### config.mk
export PLATFORM = sky130hd
export DESIGN_NAME = spi_host_register_block_top
export DESIGN_NICKNAME = d
export VERILOG_FILES = /design/src/design/shrb_pkg.sv /design/src/design/spi_host_register_block_top.sv /design/src/design/shrb_rx_fifo.sv
export SDC_FILE = /design/constraint.sdc
export NUM_CORES = 1
export LEC_CHECK = 0
export ABC_AREA = 1
export BUFFER_PORTS_ARGS = -buffer_cell sky130_fd_sc_hd__buf_2
export CAP_MARGIN = 20
export CORE_MARGIN = 1
export CORE_UTILIZATION = 40
export CTS_CLUSTER_SIZE = 28
export DETAILED_ROUTE_END_ITERATION = 10
export MAX_ROUTING_LAYER = met4
export PLACE_DENSITY = 0.66
export SLEW_MARGIN = 5
export SYNTH_ARGS = -nofsm -noshare
export SYNTH_HDL_FRONTEND = slang
export SYNTH_SLANG_ARGS = --single-unit
### constraint.sdc
create_clock -name clk -period 7.47 [get_ports clk]
set_input_delay 0 -clock clk [delete_from_list [all_inputs] [get_ports clk]]
set_output_delay 0 -clock clk [all_outputs]
set_load 0.01 [all_outputs]
### src/design/shrb_pkg.sv
// ----------------------------------------------------------------------------
// shrb_pkg
// Shared constants and types of the SPI host register block: word map,
// reset values and the receive FIFO control group.
// ----------------------------------------------------------------------------
package shrb_pkg;

	localparam int NumCsDefault     = 1;
	localparam int FifoDepthDefault = 8;
	localparam int RegWords         = 30;
	localparam int AddrW            = 10;

	localparam logic ReqRead  = 1'b0;
	localparam logic ReqWrite = 1'b1;

	localparam logic [AddrW-1:0] WSckdiv  = 10'd0;
	localparam logic [AddrW-1:0] WSckmode = 10'd1;
	localparam logic [AddrW-1:0] WCsid    = 10'd4;
	localparam logic [AddrW-1:0] WCsdef   = 10'd5;
	localparam logic [AddrW-1:0] WCsmode  = 10'd6;
	localparam logic [AddrW-1:0] WDelay0  = 10'd10;
	localparam logic [AddrW-1:0] WDelay1  = 10'd11;
	localparam logic [AddrW-1:0] WFmt     = 10'd16;
	localparam logic [AddrW-1:0] WTxdata  = 10'd18;
	localparam logic [AddrW-1:0] WRxdata  = 10'd19;
	localparam logic [AddrW-1:0] WTxmark  = 10'd20;
	localparam logic [AddrW-1:0] WRxmark  = 10'd21;
	localparam logic [AddrW-1:0] WFctrl   = 10'd24;
	localparam logic [AddrW-1:0] WFfmt    = 10'd25;
	localparam logic [AddrW-1:0] WIe      = 10'd28;
	localparam logic [AddrW-1:0] WIp      = 10'd29;

	localparam logic [AddrW-1:0] WRsv2  = 10'd2;
	localparam logic [AddrW-1:0] WRsv3  = 10'd3;
	localparam logic [AddrW-1:0] WRsv7  = 10'd7;
	localparam logic [AddrW-1:0] WRsv8  = 10'd8;
	localparam logic [AddrW-1:0] WRsv9  = 10'd9;
	localparam logic [AddrW-1:0] WRsv12 = 10'd12;
	localparam logic [AddrW-1:0] WRsv13 = 10'd13;
	localparam logic [AddrW-1:0] WRsv14 = 10'd14;
	localparam logic [AddrW-1:0] WRsv15 = 10'd15;
	localparam logic [AddrW-1:0] WRsv17 = 10'd17;
	localparam logic [AddrW-1:0] WRsv22 = 10'd22;
	localparam logic [AddrW-1:0] WRsv23 = 10'd23;
	localparam logic [AddrW-1:0] WRsv26 = 10'd26;
	localparam logic [AddrW-1:0] WRsv27 = 10'd27;

	localparam logic [31:0] SckdivRst = 32'h0000_0003;
	localparam logic [31:0] Delay0Rst = 32'h0000_1001;
	localparam logic [31:0] Delay1Rst = 32'h0000_0001;
	localparam logic [31:0] EmptyFlag = 32'h8000_0000;
	localparam int          DirBit    = 3;

	typedef struct packed {
		logic push;
		logic pop;
	} fifo_ctrl_t;

endpackage

### src/design/spi_host_register_block_top.sv
// ----------------------------------------------------------------------------
// spi_host_register_block_top
// Register block of a SPI host: register file, receive FIFO, chip selects.
// ----------------------------------------------------------------------------
// Each word is one aligned 32-bit register access. A word passes an input
// register, is decoded and applied to the register file and receive FIFO,
// and its result lands in an output register. A new word can be taken
// every cycle, one word per cycle, held back only by out_ready. A transmit
// data write reports the sent byte at once and queues the returned byte
// unless the FIFO is full or the fmt direction bit is set. The receive FIFO is
// a memory with a registered head read, so there is no clearing pass after reset.
module spi_host_register_block_top #(
	parameter int NUM_CS     = shrb_pkg::NumCsDefault,
	parameter int FIFO_DEPTH = shrb_pkg::FifoDepthDefault
) (
	input  logic        clk,
	input  logic        arst_n,
	input  logic        in_valid,
	output logic        in_ready,
	input  logic        req_type,
	input  logic [9:0]  word_addr,
	input  logic [31:0] wdata,
	input  logic [7:0]  miso_byte,
	output logic        out_valid,
	input  logic        out_ready,
	output logic [31:0] rdata,
	output logic        irq_level,
	output logic        cs_levels,
	output logic        spi_send_valid,
	output logic [7:0]  spi_send_byte,
	output logic        bad_access
);

	localparam int CW     = $clog2(FIFO_DEPTH + 1);
	localparam int MarkW  = $clog2(FIFO_DEPTH);
	localparam int CsIdW  = (NUM_CS > 1) ? $clog2(NUM_CS) : 1;

	// input stage
	logic        valid_s1;
	logic        req_type_s1;
	logic [9:0]  word_addr_s1;
	logic [31:0] wdata_s1;
	logic [7:0]  miso_byte_s1;

	// registers
	logic [31:0]       sckdiv_q;
	logic [31:0]       sckmode_q;
	logic [CsIdW-1:0]  csid_q;
	logic [NUM_CS-1:0] csdef_q;
	logic [1:0]        csmode_q;
	logic [31:0]       delay0_q;
	logic [31:0]       delay1_q;
	logic [31:0]       fmt_q;
	logic [MarkW-1:0]  txmark_q;
	logic [MarkW-1:0]  rxmark_q;
	logic [31:0]       ie_q;
	logic [NUM_CS-1:0] cs_q;

	// result stage
	logic        out_valid_q;
	logic [31:0] rdata_q;
	logic        irq_q;
	logic        cs_level_q;
	logic        sent_q;
	logic [7:0]  sbyte_q;
	logic        bad_q;

	logic                 adv;
	shrb_pkg::fifo_ctrl_t fifo_ctrl;
	logic [CW-1:0]        rx_count;
	logic [7:0]           rx_head_data;

	logic [31:0]       rdata_d;
	logic              bad_d;
	logic              sent_d;
	logic              push_d;
	logic              pop_d;
	logic              sckdiv_we, sckmode_we, csid_we, csdef_we, csmode_we;
	logic              delay0_we, delay1_we, fmt_we, txmark_we, rxmark_we, ie_we;
	logic              txwm, rxwm;
	logic              csid_ok, csdef_ok, csmode_ok, mark_ok;
	logic [MarkW-1:0]  txmark_d;
	logic [MarkW-1:0]  rxmark_d;
	logic [31:0]       ie_d;
	logic [1:0]        csmode_d;
	logic [NUM_CS-1:0] cs_d;
	logic [CW-1:0]     count_d;
	logic              irq_d;
	logic [32:0]       wdata_x;

	assign adv      = valid_s1 && (!out_valid_q || out_ready);
	assign in_ready = !valid_s1 || adv;

	always_ff @(posedge clk or negedge arst_n) begin
		if (!arst_n) begin
			valid_s1 <= 1'b0;
		end else if (in_ready) begin
			valid_s1 <= in_valid;
		end
	end

	always_ff @(posedge clk) begin
		if (in_valid && in_ready) begin
			req_type_s1  <= req_type;
			word_addr_s1 <= word_addr;
			wdata_s1     <= wdata;
			miso_byte_s1 <= miso_byte;
		end
	end

	// watermark pending bits from current state
	assign txwm    = (txmark_q != '0);
	assign rxwm    = (rx_count > CW'(rxmark_q));
	assign wdata_x = {1'b0, wdata_s1};

	assign csid_ok   = (wdata_x < 33'(NUM_CS));
	assign csdef_ok  = ((wdata_x >> NUM_CS) == '0);
	assign csmode_ok = (wdata_s1[31:2] == '0);
	assign mark_ok   = (wdata_x < 33'(FIFO_DEPTH));

	always_comb begin
		rdata_d    = '0;
		bad_d      = 1'b0;
		sent_d     = 1'b0;
		push_d     = 1'b0;
		pop_d      = 1'b0;
		sckdiv_we  = 1'b0;
		sckmode_we = 1'b0;
		csid_we    = 1'b0;
		csdef_we   = 1'b0;
		csmode_we  = 1'b0;
		delay0_we  = 1'b0;
		delay1_we  = 1'b0;
		fmt_we     = 1'b0;
		txmark_we  = 1'b0;
		rxmark_we  = 1'b0;
		ie_we      = 1'b0;
		if (req_type_s1 == shrb_pkg::ReqRead) begin
			unique case (word_addr_s1)
				shrb_pkg::WSckdiv:  rdata_d = sckdiv_q;
				shrb_pkg::WSckmode: rdata_d = sckmode_q;
				shrb_pkg::WCsid:    rdata_d = 32'(csid_q);
				shrb_pkg::WCsdef:   rdata_d = 32'(csdef_q);
				shrb_pkg::WCsmode:  rdata_d = 32'(csmode_q);
				shrb_pkg::WDelay0:  rdata_d = delay0_q;
				shrb_pkg::WDelay1:  rdata_d = delay1_q;
				shrb_pkg::WFmt:     rdata_d = fmt_q;
				shrb_pkg::WTxmark:  rdata_d = 32'(txmark_q);
				shrb_pkg::WRxmark:  rdata_d = 32'(rxmark_q);
				shrb_pkg::WIe:      rdata_d = ie_q;
				shrb_pkg::WIp:      rdata_d = {30'b0, rxwm, txwm};
				shrb_pkg::WRxdata: begin
					if (rx_count == '0) begin
						rdata_d = shrb_pkg::EmptyFlag;
					end else begin
						rdata_d = {24'b0, rx_head_data};
						pop_d   = 1'b1;
					end
				end
				default: begin
					rdata_d = '0;
					bad_d   = (word_addr_s1 >= 10'(shrb_pkg::RegWords));
				end
			endcase
		end else begin
			unique case (word_addr_s1) inside
				shrb_pkg::WSckdiv:  sckdiv_we  = 1'b1;
				shrb_pkg::WSckmode: sckmode_we = 1'b1;
				shrb_pkg::WDelay0:  delay0_we  = 1'b1;
				shrb_pkg::WDelay1:  delay1_we  = 1'b1;
				shrb_pkg::WFmt:     fmt_we     = 1'b1;
				shrb_pkg::WIe:      ie_we      = 1'b1;
				shrb_pkg::WCsid: begin
					csid_we = csid_ok;
					bad_d   = !csid_ok;
				end
				shrb_pkg::WCsdef: begin
					csdef_we = csdef_ok;
					bad_d    = !csdef_ok;
				end
				shrb_pkg::WCsmode: begin
					csmode_we = csmode_ok;
					bad_d     = !csmode_ok;
				end
				shrb_pkg::WTxmark: begin
					txmark_we = mark_ok;
					bad_d     = !mark_ok;
				end
				shrb_pkg::WRxmark: begin
					rxmark_we = mark_ok;
					bad_d     = !mark_ok;
				end
				shrb_pkg::WTxdata: begin
					sent_d = 1'b1;
					push_d = (rx_count != CW'(FIFO_DEPTH)) && !fmt_q[shrb_pkg::DirBit];
				end
				default: bad_d = 1'b1;
			endcase
		end
	end

	assign fifo_ctrl.push = adv && push_d;
	assign fifo_ctrl.pop  = adv && pop_d;

	shrb_rx_fifo #(
		.FIFO_DEPTH(FIFO_DEPTH)
	) u_rx_fifo (
		.clk       (clk),
		.arst_n    (arst_n),
		.ctrl      (fifo_ctrl),
		.push_data (miso_byte_s1),
		.count     (rx_count),
		.head_data (rx_head_data)
	);

	// state after this word
	always_comb begin
		txmark_d = txmark_we ? wdata_s1[MarkW-1:0] : txmark_q;
		rxmark_d = rxmark_we ? wdata_s1[MarkW-1:0] : rxmark_q;
		ie_d     = ie_we ? wdata_s1 : ie_q;
		csmode_d = csmode_we ? wdata_s1[1:0] : csmode_q;
		if (push_d) begin
			count_d = rx_count + CW'(1);
		end else if (pop_d) begin
			count_d = rx_count - CW'(1);
		end else begin
			count_d = rx_count;
		end
		if (csid_we || csmode_we) begin
			cs_d = (cs_q & ~csdef_q) | (csdef_q & {NUM_CS{csmode_d == 2'd0}});
		end else begin
			cs_d = cs_q;
		end
		irq_d = ((txmark_d != '0) && ie_d[0]) || ((count_d > CW'(rxmark_d)) && ie_d[1]);
	end

	always_ff @(posedge clk or negedge arst_n) begin
		if (!arst_n) begin
			sckdiv_q  <= shrb_pkg::SckdivRst;
			sckmode_q <= '0;
			csid_q    <= '0;
			csdef_q   <= '1;
			csmode_q  <= '0;
			delay0_q  <= shrb_pkg::Delay0Rst;
			delay1_q  <= shrb_pkg::Delay1Rst;
			fmt_q     <= '0;
			txmark_q  <= '0;
			rxmark_q  <= '0;
			ie_q      <= '0;
			cs_q      <= '1;
		end else if (adv) begin
			if (sckdiv_we) begin
				sckdiv_q <= wdata_s1;
			end
			if (sckmode_we) begin
				sckmode_q <= wdata_s1;
			end
			if (csid_we) begin
				csid_q <= wdata_s1[CsIdW-1:0];
			end
			if (csdef_we) begin
				csdef_q <= wdata_s1[NUM_CS-1:0];
			end
			if (delay0_we) begin
				delay0_q <= wdata_s1;
			end
			if (delay1_we) begin
				delay1_q <= wdata_s1;
			end
			if (fmt_we) begin
				fmt_q <= wdata_s1;
			end
			csmode_q <= csmode_d;
			txmark_q <= txmark_d;
			rxmark_q <= rxmark_d;
			ie_q     <= ie_d;
			cs_q     <= cs_d;
		end
	end

	always_ff @(posedge clk or negedge arst_n) begin
		if (!arst_n) begin
			out_valid_q <= 1'b0;
		end else if (adv) begin
			out_valid_q <= 1'b1;
		end else if (out_ready) begin
			out_valid_q <= 1'b0;
		end
	end

	always_ff @(posedge clk) begin
		if (adv) begin
			rdata_q    <= rdata_d;
			irq_q      <= irq_d;
			cs_level_q <= cs_d[0];
			sent_q     <= sent_d;
			sbyte_q    <= sent_d ? wdata_s1[7:0] : 8'd0;
			bad_q      <= bad_d;
		end
	end

	assign out_valid      = out_valid_q;
	assign rdata          = rdata_q;
	assign irq_level      = irq_q;
	assign cs_levels      = cs_level_q;
	assign spi_send_valid = sent_q;
	assign spi_send_byte  = sbyte_q;
	assign bad_access     = bad_q;

endmodule

### src/design/shrb_rx_fifo.sv
// ----------------------------------------------------------------------------
// shrb_rx_fifo
// Receive FIFO: circular byte store with head and count, and a registered
// read port that always holds the word at the head.
// ----------------------------------------------------------------------------
module shrb_rx_fifo #(
	parameter int FIFO_DEPTH = shrb_pkg::FifoDepthDefault,
	localparam int AW = $clog2(FIFO_DEPTH),
	localparam int CW = $clog2(FIFO_DEPTH + 1)
) (
	input  logic                 clk,
	input  logic                 arst_n,
	input  shrb_pkg::fifo_ctrl_t ctrl,
	input  logic [7:0]           push_data,
	output logic [CW-1:0]        count,
	output logic [7:0]           head_data
);

	localparam int SW = CW + 1;

	logic [7:0]    mem_q [FIFO_DEPTH];
	logic [7:0]    rd_q;
	logic [AW-1:0] head_q;
	logic [AW-1:0] head_d;
	logic [CW-1:0] count_q;
	logic [SW-1:0] wsum;
	logic [SW-1:0] wsum_wrap;
	logic [AW-1:0] waddr;

	always_comb begin
		wsum      = SW'(head_q) + SW'(count_q);
		wsum_wrap = (wsum >= SW'(FIFO_DEPTH)) ? wsum - SW'(FIFO_DEPTH) : wsum;
		waddr     = wsum_wrap[AW-1:0];
		if (ctrl.pop) begin
			head_d = (head_q == AW'(FIFO_DEPTH - 1)) ? '0 : head_q + AW'(1);
		end else begin
			head_d = head_q;
		end
	end

	always_ff @(posedge clk or negedge arst_n) begin
		if (!arst_n) begin
			head_q  <= '0;
			count_q <= '0;
		end else begin
			head_q <= head_d;
			if (ctrl.push) begin
				count_q <= count_q + CW'(1);
			end else if (ctrl.pop) begin
				count_q <= count_q - CW'(1);
			end
		end
	end

	always_ff @(posedge clk) begin
		if (ctrl.push) begin
			mem_q[waddr] <= push_data;
		end
	end

	// head slot written this cycle only when the fifo was empty or a pop empties it
	always_ff @(posedge clk) begin
		if (ctrl.push && (waddr == head_d)) begin
			rd_q <= push_data;
		end else begin
			rd_q <= mem_q[head_d];
		end
	end

	assign count     = count_q;
	assign head_data = rd_q;

endmodule
## Word level (Yosys, flattened, before mapping)

Memories as Yosys holds them, arrays and structs flattened. A register that Yosys moved wholly into a read port is not among the register bits.
Index checks and enable logic that the tools add are counted.

| word-level totals | value |
|---|---|
| RAM bits | 64 |
| logic and storage cells | 146 |
| output and inout port bits | 46 |
| bits in registers | 307 |
| input bits | 55 |
| memories kept | 1 |

Memories:

| memory | depth | bits a word | read ports | clocked after Yosys merged registers in | write ports | RTL line | source |
|---|---|---|---|---|---|---|---|
| u_rx_fifo.mem_q | 8 | 8 | 1 | 1 | 1 | shrb_rx_fifo.sv:21 | `logic [7:0] mem_q [FIFO_DEPTH];` |

| operators by class | value |
|---|---|
| equality and inequality tests | 15 |
| bitwise logic cells | 4 |
| $lt $le $gt $ge | 6 |
| reduce and logical (&&, ||, !) cells | 38 |
| $add $sub $neg | 5 |
| multiplexer cells | 50 |

Operators by type and width:

| kind | count |
|---|---|
| 32-bit case mux with 13 select lines | 1 |
| 10-bit by 5-bit == test with 1-bit output, second input constant | 7 |
| 1-bit 2-to-1 mux | 36 |
| 33-bit logical NOT | 1 |
| 32-bit by 1-bit < comparator with 1-bit output, second input constant | 1 |
| 32-bit by 4-bit < comparator with 1-bit output, second input constant | 1 |
| 32-bit 2-to-1 mux | 1 |
| 10-bit by 3-bit == test with 1-bit output, second input constant | 3 |
| 30-bit logical NOT | 1 |
| 10-bit by 4-bit == test with 1-bit output, second input constant | 2 |
| 4-bit 2-to-1 mux | 4 |
| 2-bit AND reduction | 8 |
| 3-bit 2-to-1 mux | 5 |
| 13-bit OR reduction | 1 |
| 10-bit by 1-bit == test with 1-bit output, second input constant | 1 |
| 10-bit by 5-bit >= comparator with 1-bit output, second input constant | 1 |
| 10-bit logical NOT | 1 |
| 4-bit by 3-bit greater-than comparator with 1-bit output | 2 |
| 1-bit logical AND | 7 |
| 1-bit logical NOT | 7 |
| 7-bit OR reduction | 1 |
| 3-bit nonzero test | 2 |
| 3-bit by 4-bit adder with 5-bit output | 1 |
| 5-bit by 4-bit >= comparator with 1-bit output, second input constant | 1 |
| other kinds (16) | 22 |

## Depth between registers and ports, before layout

Gate-level depths: netlist (run 1).

| depth | value |
|---|---|
| word-level depth | 9 |
| gate-level depth with buffers | 17 |
| depth with buffers taken out | 17 |

## Modules after synthesis

Synthesis (run 1) repeated with hierarchy kept, for this count alone.

| unflattened totals | value |
|---|---|
| cells, all modules | 1694 |
| area total of the unflattened synthesis | 16131.7 µm² |

Modules (own cells, without submodules):

| module | cells an instance | times used | seq. area each (µm²) | area each (µm²) |
|---|---|---|---|---|
| spi_host_register_block_top | 1405 | 1 | 7991.4 | 12978.7 |
| shrb_rx_fifo | 289 | 1 | 2157.1 | 3153.0 |

## Worst setup path after synthesis (run 1)

OpenSTA, ideal clock, no wires.

| timing path | value |
|---|---|
| path kind | register to register |
| start point | register out_valid_q (netlist: out_valid) |
| end point | memory u_rx_fifo.mem_q[0][0] (enable) |
| path buffers | 0 |
| path slack | 4.802 ns |
| period minus slack after synthesis | 2.668 ns |
| data required time | 7.131 ns |
| library setup time | 0.339 ns |
| cell stages (with the launch flop) | 7 |
| data arrival time | 2.330 ns |
| cell sequence | dfrtp_1 > nand2_1 > nand2_1 > inv_1 > nand2_1 > or2_4 > nor2_2 |

| between the ends | value |
|---|---|
| cells in the longest elaborated chain, start to end | 6 |

Ends and longest elaborated chain:

| what | RTL line | source |
|---|---|---|
| from (decl) | spi_host_register_block_top.sv:60 | `logic out_valid_q;` |
| from (signal assigned) | spi_host_register_block_top.sv:283 | `out_valid_q <= 1'b0;` |
| from (signal assigned) | spi_host_register_block_top.sv:285 | `out_valid_q <= 1'b1;` |
| from (signal assigned) | spi_host_register_block_top.sv:287 | `out_valid_q <= 1'b0;` |
| 1-bit logical NOT | spi_host_register_block_top.sv:91 | `assign adv = valid_s1 && (!out_valid_q \|\| out_ready);` |
| 1-bit logical OR | spi_host_register_block_top.sv:91 |  |
| 1-bit logical AND | spi_host_register_block_top.sv:91 |  |
| named net adv | spi_host_register_block_top.sv:68 | `logic adv;` |
| 1-bit logical AND | spi_host_register_block_top.sv:202 | `assign fifo_ctrl.push = adv && push_d;` |
| 1-bit 2-to-1 mux | shrb_rx_fifo.sv:56 | `if (ctrl.push) begin` |
| 1-bit 2-to-1 mux (not written as such) | shrb_rx_fifo.sv:57 | `mem_q[waddr] <= push_data;` |
| to (decl) | shrb_rx_fifo.sv:21 |  |

The timed path passes the listed nets, and every way through them passes these cells.

## Final worst setup path (run 1)

| timing path | value |
|---|---|
| start point | register word_addr_s1[3] |
| end point | register irq_q (netlist: irq_level) (data pin) |

| between the ends | value |
|---|---|
| cells in the longest elaborated chain, start to end | 8 |
| elaborated cells on any way between the ends | 25 |
| those cells by class | 1 x order compare; 5 x eq/ne; 15 x mux; 4 x reduce/logical |

Ends and longest elaborated chain:

| what | RTL line | source |
|---|---|---|
| from (decl) | spi_host_register_block_top.sv:41 | `logic [9:0] word_addr_s1;` |
| from (signal assigned) | spi_host_register_block_top.sv:105 | `word_addr_s1 <= word_addr;` |
| 10-bit by 5-bit == test with 1-bit output | spi_host_register_block_top.sv:139 | `unique case (word_addr_s1)` |
| 1-bit 2-to-1 mux | spi_host_register_block_top.sv:139 |  |
| 1-bit 2-to-1 mux | spi_host_register_block_top.sv:138 | `if (req_type_s1 == shrb_pkg::ReqRead) begin` |
| 4-bit 2-to-1 mux | spi_host_register_block_top.sv:224 | `end else if (pop_d) begin` |
| 4-bit 2-to-1 mux | spi_host_register_block_top.sv:222 | `if (push_d) begin` |
| 4-bit by 3-bit greater-than comparator with 1-bit output | spi_host_register_block_top.sv:234 | `irq_d = ((txmark_d != '0) && ie_d[0]) \|\| ((count_d > CW'(rxmark_d)) && ie_d[1]);` |
| 1-bit logical AND | spi_host_register_block_top.sv:234 |  |
| 1-bit logical OR (*) | spi_host_register_block_top.sv:234 |  |
| named net irq_d | spi_host_register_block_top.sv:88 | `logic irq_d;` |
| to (signal assigned) | spi_host_register_block_top.sv:294 | `irq_q <= irq_d;` |
| to (decl) | spi_host_register_block_top.sv:62 | `logic irq_q;` |

The timed path passes the listed nets; every way through them passes the cells marked *.
A chain may end at the register's enable or synchronous reset.

==> metrics.md, run 1 <==
| Metric | Value |
|---|---|
| ANT nets after route | 0 |
| Wirelength per Cell | 17.61 µm |
| Rows | 71 |
| Final Cycle Share | 0.3797 |
| Compound-cell area share of the yosys netlist | 0.1329 |
| Synthesis warning total | 0 |
| Fmax | 0.3526 GHz |
| Clk slew on worst S/H paths | 0.06 ns |
| Violated checks | negative hold slack |
| Mapped Cells | 1531 |
| Share of Yosys cell area claimed by the top area cell type | 0.3289 |
| Worst Max-Slew Pin Slew | 1.054 ns |
| Filler instances | 3543 |
| Slew margin rel. | 0.2961 |
| Area contributors post-synth | dfrtp_1 33%, edfxtp_1 31%, nand2_1 9.6% |
| Detailed Route Iter0 Violations | 1081 |
| Largest family of logic cells by synthesized area | simple AND/OR/NAND/NOR gates |
| Later-pin clock latency in the skew report | 0.56 ns |
| Final Cell Area | 18550 µm² |
| Vias in the first global route | 11.40k |
| Min Hold Slack | -0.009100 ns |
| IO buf count | 100 |
| Worst VDD drop | 0.1824 mV |
| Fin. max-slew vios | 0 |
| ANT cells | 0 |
| Global-route wire length before repair | 61870 µm |
| Die Ht | 199.5 µm |
| Synth area leader | dfrtp_1 |
| Num Clock Sinks | 374 |
| DR pass1 iterations | 5 |
| Critical Path Start Type | flop |
| Initial Util | 0.4103 |
| Initial antenna violation count | 0 |
| DR vias/cell | 5.235 |
| Maximum root-to-sink buffer count | 3 |
| Layout cells sized above 1 | 0.1308 |
| Die ar. | 39790 µm² |
| Worst EP arrival | 3.13 ns |
| Total CTS buffers | 41 |
| # IOs | 101 |
| CTS root buffer | clkbuf_16 |
| Post-synth net total | 1598 |
| Final Util | 0.4878 |
| Placer's final routability congestion estimate | 0.8894 |
| Final wirelength | 39020 µm |
| CP required | 7.76 ns |
| Crit end category | flop |
| Fin. Hold Viols | 15 |
| Sequential share of the synthesized area | 0.6506 |
| Hold Path Class | in2async |
| Largest net degree at the start of global routing | 83 |
| #FFs+latches synth | 374 |
| Minimum clock period | 2.836 ns |
| CTS tree | done |
| Die Wd | 199.5 µm |
| Leak pwr | 7.933 nW |
| Setup_tns | 0 ns |
| Post-DP HPWL | 23320 µm |
| Tot Pwr | 4.522 mW |
| Setup violations, final | 0 |
| DRC errors left | 0 |
| Nets | 1740 |
| Routed via count | 11.60k |
| Status | finished with violations |
| Post-CTS sizing | 0 |
| Core area | 38020 µm² |
| Unrepaired setup endpoints after global routing | false |
| Footprint of the multi-input gates | 4867 µm² |
| Total GRT Usage | 0.2080 |
| Flip-flop and latch area | 10150 µm² |
| CP max FO | 10 |
| Simple-gate portion of the synthesized area | 0.1616 |
| Cell Pwr Density | 243.8 nW/µm² |
| Placement Cell Area | 16580 µm² |
| Critical path class | reg2reg |
| Mapped Area | 15600 µm² |
| Clock Skew | 0.03084 ns |
| Xor and xnor area share after synthesis | 0.005053 |
| Synth Area in Adders | 0.01011 |
| Max cap viols | 0 |
| Area grow syn2layout | 18.89% |
| Gr ovfl total | 0 |
| Synth Area per Inst | 10.19 µm² |
| Netlist cell types | 38 |
| H-Tree Depth | 2 |
| Multiplexer area fraction after synthesis | 0.001364 |
what timing repair did:
| action | 4_1_cts | 5_1_grt |
|---|---|---|
| endpoints found under the hold margin | 113 | 0 |
| setup buffers | 0 | 0 |
| hold buffers | 56 | 0 |
cells in the final DEF (no fill, tap or decap), types with 10 or more instances in the layout:
master,count
o21ai_1,62
edfxtp_1,159
o21ai_0,195
buf_2,99
nand3_1,27
ha_1,11
clkbuf_16,42
a22o_1,68
nor3_1,29
nand2_1,393
nor2_2,12
inv_1,71
buf_4,12
clkbuf_1,10
dfrtp_1,205
inv_2,15
dlygate4sd3_1,56
clkbuf_8,11
nor2_1,140
power by group:
group / switching (mW) / total [mW] / internal (mW)
registers: 0.0425 / 2.26 / 2.22
clock network: 0.812 / 2.05 / 1.24
logic: 0.142 / 0.210 / 0.0676
logic make-up after synthesis:
group,Yosys count
adders and majority gates,12
xor gates and xnor gates,9
DFF,374
AOI/OAI and AO/OA,353
buffers and inverters,156
muxes,2
and+or+nand+nor,625
cells in the mapped netlist, drive strengths merged:
cell type  number
o21ai         257
clkbuf         59
nand3          28
o22ai           3
a21oi           9
dfrtp         205
or2             1
a22oi           2
edfxtp        159
fa              1
o211ai          2
inv            86
nand3b          3
mux2i           1
xnor2           4
xor2            5
nand4           7
o32ai           4
buf            11
dfstp           7
nand2         402
a211oi          4
nor3           30
o31ai           2
dfxtp           3
mux2            1
ha             11
nor2          154
a22o           68
o2111ai         2
routing by layer:
layer | part of all wire | wire [µm] | global-route usage | vias to the layer above
li1 | - | - | - | 5487
met4 | 0.026 | 1004 | 0.06757 | 0
met5 | 0 | 0 | - | -
met1 | 0.45 | 17520 | 0.2793 | 5680
met2 | 0.47 | 18200 | 0.3226 | 370
met3 | 0.059 | 2295 | 0.03460 | 63
area by class of cell:
| type | count | share of cell area |
|---|---|---|
| clock buffers | 62 | 0.06612 |
| clock inverters | 13 | 0.008298 |
| flip-flops and latches | 374 | 0.5472 |
| inverters | 86 | 0.01741 |
| repair buffers | 169 | 0.06403 |
| multi-input cells | 1001 | 0.2624 |
| well taps | 511 | 0.03448 |
flip-flops by register name, indices dropped and copies added (netlist names), 2 cells and up, named ones only:
name	cells
csmode_q	2
delay0_q	32
delay1_q	32
fmt_q	32
ie_q	32
miso_byte_s1	8
rdata	32
rxmark_q	3
sckdiv_q	32
sckmode_q	32
spi_send_byte	8
txmark_q	3
u_rx_fifo.count	4
u_rx_fifo.head_q	3
u_rx_fifo.mem_q	64
wdata_s1	32
word_addr_s1	10
metrics by stage:
stage	worst slack (ns)	std cells
after floorplan	4.802	1531
after global placement	4.791	2084
after detailed placement	4.725	2084
after CTS	4.673	2215
after global routing	4.322	2216
final	4.634	2216
critical path, stage by stage, from the launching register on:
cell,delay [ns]
edfxtp_1,0.44
nor2_2,0.17
inv_2,0.05
nor2_2,0.16
nand2_1,0.19
nor2_4,0.31
nand2_2,0.17
nand2_1,0.09
o211ai_1,0.09
nand2_1,0.08
inv_1,0.05
ha_1,0.31
a21oi_1,0.14
o21ai_0,0.09
nand2_1,0.07
nand2_1,0.06
nand2_1,0.05
nand2_1,0.05
path summary, 6_finish.rpt:
| kind | startpoint | depth (start not counted) | end | slack (ns) |
|---|---|---|---|---|
| min in group clk | wdata[26] | 2 | wdata_s1[26]$_DFFE_PP_ | 0.15 |
| min reg2reg | cs_q$_DFFE_PN1P_ | 2 | cs_q$_DFFE_PN1P_ | 0.47 |
| max | word_addr_s1[3]$_DFFE_PP_ | 17 | irq_level$_DFFE_PP_ | 4.63 |
| min | arst_n | 2 | sckmode_q[15]$_DFFE_PN0P_ | -0.009 |
| max in group asynchronous | arst_n | 3 | u_rx_fifo.head_q[1]$_DFF_PN0_ | 6.12 |
| max reg2reg | word_addr_s1[3]$_DFFE_PP_ | 17 | irq_level$_DFFE_PP_ | 4.63 |
No activity file was read; power rests on OpenSTA's default activity.
==> run 2: changes to the inputs <==
Clock period 7.47 ns to 3 ns, I/O delays scaled along.
==> run 2 against run 1 <==
  * The flow now finishes without violations
  * Non-clock buffer count increased by 17
  * Cell count rose by 0.63%
  * Die area unchanged
  * Core utilization grew 0.26 points
  * Fmax increased by 8.4%
  * Largest cell class unchanged
  * First-iteration DRC count increased by 6.4%
  * Final area grew 0.54%
==> metrics.md, run 2 (synthesis results as in run 1) <==
| Metric | Value |
|---|---|
| Status | complete, no violations |
| Core area | 38020 µm² |
| Most frequent cells in the layout | 393 x nand2_1, 205 x dfrtp_1, 195 x o21ai_0 |
| Commonest non-fill, non-tap cell in the layout | nand2_1 |
| CP required | 3.28 ns |
| Worst-path cell chain | nor2_2 -> inv_2 -> nor2_2 -> inv_2 -> nor3_4 -> inv_2 -> nor2_4 -> nand2_1 -> nand2_1 -> inv_1 -> ha_1 -> a21oi_1 -> o21ai_0 -> nand2_1 -> nand2_1 -> nand2_1 -> nand2_1 |
| Min Hold Slack | 0.1525 ns |
| Filler instances | 3538 |
| Critical Path Start Type | flop |
| Worst Reg-to-Reg Cells | 17 |
| Post-CTS sizing | 0 |
| Area grow syn2layout | 19.53% |
| DR pass1 iterations | 5 |
| DR vias/cell | 5.154 |
| Gr ovfl total | 0 |
| Layout cells sized above 1 | 0.1373 |
| Final Cycle Share | 0.8721 |
| ANT cells | 0 |
| H-Tree Depth | 2 |
| Die ar. | 39790 µm² |
| R2r setup slk | 0.38 ns |
| Fmax | 0.3822 GHz |
| Slew margin rel. | 0.3840 |
| Clock Skew | 0.02380 ns |
| Total GRT Usage | 0.2042 |
| Worst EP arrival | 2.90 ns |
| Critical R2R Capture | irq_level$_DFFE_PP_ |
| Hold Path Class | in2async |
| Critical path class | reg2reg |
| Post-DP HPWL | 24360 µm |
| Detailed Route Iter0 Violations | 1150 |
| Max cap viols | 0 |
| Largest net degree at the start of global routing | 108 |
| DRC errors left | 0 |
| Nets | 1755 |
| Placer's final routability congestion estimate | 0.8898 |
| CTS tree | done |
| Worst VDD drop | 0.3792 mV |
| Initial Util | 0.4103 |
| Maximum root-to-sink buffer count | 3 |
| Crit path buffers/inverters | 4 |
| Initial antenna violation count | 0 |
| Total CTS buffers | 39 |
| CTS root buffer | clkbuf_16 |
| Rows | 71 |
| Wirelength per Cell | 17.37 µm |
| Final wirelength | 38730 µm |
| Routed via count | 11.49k |
| Global-route wire length before repair | 60970 µm |
| Leak pwr | 8.010 nW |
| Max reg flops | 64 |
| Flip-flop and latch area | 10150 µm² |
| IO buf count | 100 |
| Fin. max-slew vios | 0 |
| CP max FO | 9 |
| Critical path's most frequent cell | nand2_1 |
| Slowest CP cell | edfxtp_1 |
| RR Startpoint | word_addr_s1[3]$_DFFE_PP_ |
| Die Wd | 199.5 µm |
| Largest Register | u_rx_fifo.mem_q |
| Cell Pwr Density | 593.6 nW/µm² |
| Slowest stage delay, CP | 0.44 ns |
| Minimum clock period | 2.616 ns |
| Fin. Hold Viols | 0 |
| Num Clock Sinks | 374 |
| Later-pin clock latency in the skew report | 0.55 ns |
| Worst Max-Slew Pin Slew | 0.9231 ns |
| Unrepaired setup endpoints after global routing | false |
| ANT nets after route | 0 |
| Crit end category | flop |
| Die Ht | 199.5 µm |
| Setup_tns | 0 ns |
| Cell family with most CP delay | simple AND/OR/NAND/NOR gates |
| # IOs | 101 |
| Clk slew on worst S/H paths | 0.06 ns |
| Footprint of the multi-input gates | 4867 µm² |
| Setup violations, final | 0 |
| Vias in the first global route | 11.01k |
## run 2: cell type report
cell class	instances	share of cell area
sequential	374	0.5443
multi-input combinational	1001	0.2610
timing repair buffer	186	0.07214
clock buffer	64	0.06509
tap	511	0.03429
inverter	86	0.01731
clock inverter	8	0.005838
## run 2: where the power goes
part	switching (mW)	leakage (nW)	total, mW	internal [mW]
registers	0.0865	4.44	5.61	5.53
logic	0.360	2.92	0.532	0.172
clock network	1.97	0.648	4.92	2.95
## run 2: worst max-delay path by stage
stage                              start                               to  slack, ns  cells after the start
6_report       word_addr_s1[3]$_DFFE_PP_              irq_level$_DFFE_PP_       0.38                     17
5_1_grt        word_addr_s1[3]$_DFFE_PP_              irq_level$_DFFE_PP_       0.13                     16
4_1_cts        word_addr_s1[3]$_DFFE_PP_              irq_level$_DFFE_PP_       0.24                     17
3_5_place_dp   word_addr_s1[3]$_DFFE_PP_              irq_level$_DFFE_PP_       0.27                     17
3_3_place_gp   word_addr_s1[3]$_DFFE_PP_              irq_level$_DFFE_PP_       0.32                     17
2_1_floorplan      out_valid$_DFFE_PN0P_  u_rx_fifo.mem_q[0][0]$_DFFE_PP_       0.33                      6
## run 2: worst register-to-register path, stage by stage (launching register included)
cell and delay [ns]:
edfxtp_1 0.44, nor2_2 0.17, inv_2 0.05, nor2_2 0.17, inv_2 0.07, nor3_4 0.22, inv_2 0.16, nor2_4 0.13
nand2_1 0.09, nand2_1 0.08, inv_1 0.04, ha_1 0.30, a21oi_1 0.14, o21ai_0 0.09, nand2_1 0.06, nand2_1 0.05
nand2_1 0.05, nand2_1 0.05
## run 2: repair_timing
| action | CTS | global route |
|---|---|---|
| setup endpoints to repair | 0 | 1 |
| buffers inserted | 0 | 1 |
| endpoints found under the hold margin | 159 | 0 |
| hold buffers | 56 | 0 |
## run 2: metrics by stage
stage | worst slack, ns | cell area (µm²) | instances | util | power (mW)
2_1_floorplan | 0.3316 | 15600 | 1531 | - | 5.903
3_3_place_gp | 0.3211 | 16750 | 2101 | 0.4407 | 6.180
3_5_place_dp | 0.2660 | 16750 | 2101 | 0.4407 | 6.193
4_1_cts | 0.2438 | 18640 | 2229 | 0.4902 | 11.16
5_1_grt | 0.1283 | 18650 | 2230 | 0.4904 | 11.45
6_report | 0.3838 | 18650 | 2230 | 0.4904 | 11.07
## run 2: metal layers
| metal | vias up | part of all wire | GRT usage | wire length, µm |
|---|---|---|---|---|
| met5 | - | 0 | - | 0 |
| met4 | 0 | 0.020 | 0.05824 | 762 |
| met3 | 52 | 0.059 | 0.02565 | 2268 |
| met2 | 360 | 0.47 | 0.3193 | 18150 |
| met1 | 5565 | 0.45 | 0.2805 | 17550 |
| li1 | 5517 | - | - | - |
==> run 3: changes to the inputs <==
Settings changed: CAP_MARGIN 20 to unset, CORE_UTILIZATION 40 to 50, PLACE_DENSITY 0.66 to 0.77.
==> run 3 against run 2 <==
  * Cell count decreased by 5.2%
  * Sequential share of layout area increased by 0.73 points
  * Register-to-register slack got worse by 0.17 ns
  * Via count increased by 3.1%
  * Largest cell class unchanged
  * Largest power group unchanged
==> metrics.md, run 3 (synthesis results as in run 1) <==
| Metric | Value |
|---|---|
| Status | complete, no violations |
| Fin. max-slew vios | 0 |
| Flip-flop and latch area | 10150 µm² |
| Die Wd | 178.6 µm |
| Fmax | 0.3592 GHz |
| Worst Max-Slew Pin Slew | 0.7787 ns |
| Max cap viols | 0 |
| ANT nets after route | 0 |
| Placement Cell Area | 16600 µm² |
| Hold_buf cts | 56 |
| CP required | 3.28 ns |
| Slew margin rel. | 0.4809 |
| Gr ovfl total | 0 |
| Nets | 1756 |
| Largest Register | u_rx_fifo.mem_q |
| Initial antenna violation count | 0 |
| Detailed Route Iter0 Violations | 1253 |
| Cells after DPL | 1989 |
| Worst Reg-to-Reg Cells | 17 |
| Commonest non-fill, non-tap cell in the layout | nand2_1 |
| Critical path class | reg2reg |
| CTS tree | done |
| Footprint of the multi-input gates | 4867 µm² |
| Final Cell Area | 18400 µm² |
| Num Clock Sinks | 374 |
| Setup violations, final | 0 |
| Critical Path Start Type | flop |
| Minimum clock period | 2.784 ns |
| Largest net degree at the start of global routing | 79 |
| Cell Pwr Density | 588.2 nW/µm² |
| DR pass1 iterations | 6 |
| Core area | 30670 µm² |
| Total GRT Usage | 0.2551 |
| Die ar. | 31910 µm² |
| Worst EP arrival | 3.07 ns |
| Final wirelength | 38320 µm |
| Clk slew on worst S/H paths | 0.06 ns |
| Clock Skew | 0.01216 ns |
| Crit end category | flop |
| Die Ht | 178.6 µm |
| H-Tree Depth | 2 |
| Filler instances | 2417 |
| Slowest CP cell | edfxtp_1 |
| Maximum root-to-sink buffer count | 3 |
| Unrepaired setup endpoints after global routing | false |
| Post-CTS sizing | 0 |
| Non-Filler Instances | 2115 |
| Place WS | 0.2525 ns |
| Area grow syn2layout | 17.95% |
| DRC errors left | 0 |
| Critical path's most frequent cell | nand2_1 |
| Final Cycle Share | 0.9281 |
| Placer's final routability congestion estimate | 0.9178 |
| Tot Pwr | 10.82 mW |
| Initial Util | 0.5086 |
| Routed via count | 11.85k |
| Total CTS buffers | 38 |
| Hold Path Class | in2async |
| Post-DP HPWL | 23850 µm |
| Fin. Hold Viols | 0 |
| Worst VDD drop | 0.4426 mV |
| CTS root buffer | clkbuf_16 |
| Later-pin clock latency in the skew report | 0.53 ns |
| Max reg flops | 64 |
| Global-route wire length before repair | 60420 µm |
| Wirelength per Cell | 18.12 µm |
| CP max FO | 10 |
| Leak pwr | 7.967 nW |
| Vias in the first global route | 11.34k |
| Slowest stage delay, CP | 0.43 ns |
| Worst setup margin | 0.2158 ns |
| Most frequent cells in the layout | 393 x nand2_1, 205 x dfrtp_1, 195 x o21ai_0 |
| Setup Fix Bufs, Post-CTS | 0 |
| DR vias/cell | 5.603 |
| Rows | 64 |
| ANT cells | 0 |
| # IOs | 101 |
| Layout cells sized above 1 | 0.1379 |
| Setup_tns | 0 ns |
| Worst-path cell chain | nor2_2 -> inv_2 -> nor2_2 -> nand2_1 -> nor2_4 -> nand2_2 -> nand2_1 -> o211ai_1 -> nand2_1 -> inv_1 -> ha_1 -> a21oi_1 -> o21ai_0 -> nand2_1 -> nand2_1 -> nand2_1 -> nand2_1 |
| IO buf count | 100 |
==> run 3: cell count changes in the layout (fill, tap and decap cells not counted), moves of 3 or more <==
cell / change
buf_12: -3
buf_4: +5
clkbuf_1: -6
clkbuf_16: -3
clkinv_1: +5
clkinv_2: +3
==> run 3: metrics by stage <==
| step | hold WS [ns] | utilization |
|---|---|---|
| 2_1_floorplan | -0.2956 | - |
| 4_1_cts | 0.07397 | 0.5999 |
| 5_1_grt | 0.09795 | 0.5999 |
| 3_3_place_gp | 0.06516 | 0.5411 |
| 3_5_place_dp | 0.06596 | 0.5411 |
| 6_report | 0.05343 | 0.5999 |
==> run 3: where the power goes <==
group / leakage (nW) / switching, mW / total, mW / internal (mW)
clock: 0.612 / 1.95 / 4.68 / 2.73
combinational: 2.91 / 0.362 / 0.535 / 0.173
sequential: 4.44 / 0.0828 / 5.61 / 5.53
==> run 3: final timing paths <==
check,from,slack (ns),to
max in group asynchronous,arst_n,2.00,csdef_q$_DFFE_PN1P_
min reg2reg,delay0_q[0]$_DFFE_PN1P_,0.48,delay0_q[0]$_DFFE_PN1P_
max reg2reg,word_addr_s1[2]$_DFFE_PP_,0.22,irq_level$_DFFE_PP_
min,arst_n,0.05,delay0_q[16]$_DFFE_PN0P_
max,word_addr_s1[2]$_DFFE_PP_,0.22,irq_level$_DFFE_PP_
min in group clk,word_addr[0],0.18,word_addr_s1[0]$_DFFE_PP_
==> run 3: layout make-up <==
| class | count | share of cell area |
|---|---|---|
| inverter | 86 | 0.01755 |
| multi-input combinational | 1001 | 0.2645 |
| clock inverter | 17 | 0.008365 |
| clock buffer | 53 | 0.05916 |
| tap | 396 | 0.02693 |
| timing repair buffer | 188 | 0.07188 |
| sequential | 374 | 0.5516 |
==> run 3: layer usage <==
metal | track usage | up-vias | wire length [µm]
met5 | - | - | 0
met4 | 0.08404 | 0 | 1007
met3 | 0.03581 | 76 | 2663
met2 | 0.4110 | 492 | 18770
met1 | 0.3340 | 5760 | 15890
li1 | - | 5522 | -
==> run 3: critical path: cells and delay by family, from the launching register on <==
family                   cells  cell delay (ns)
AO/OA/AOI/OAI                3             0.33
adder cells (fa/ha/maj)      1             0.30
buffers and inverters        2             0.09
flip-flops                   1             0.43
AND/OR/NAND/NOR             11             1.37
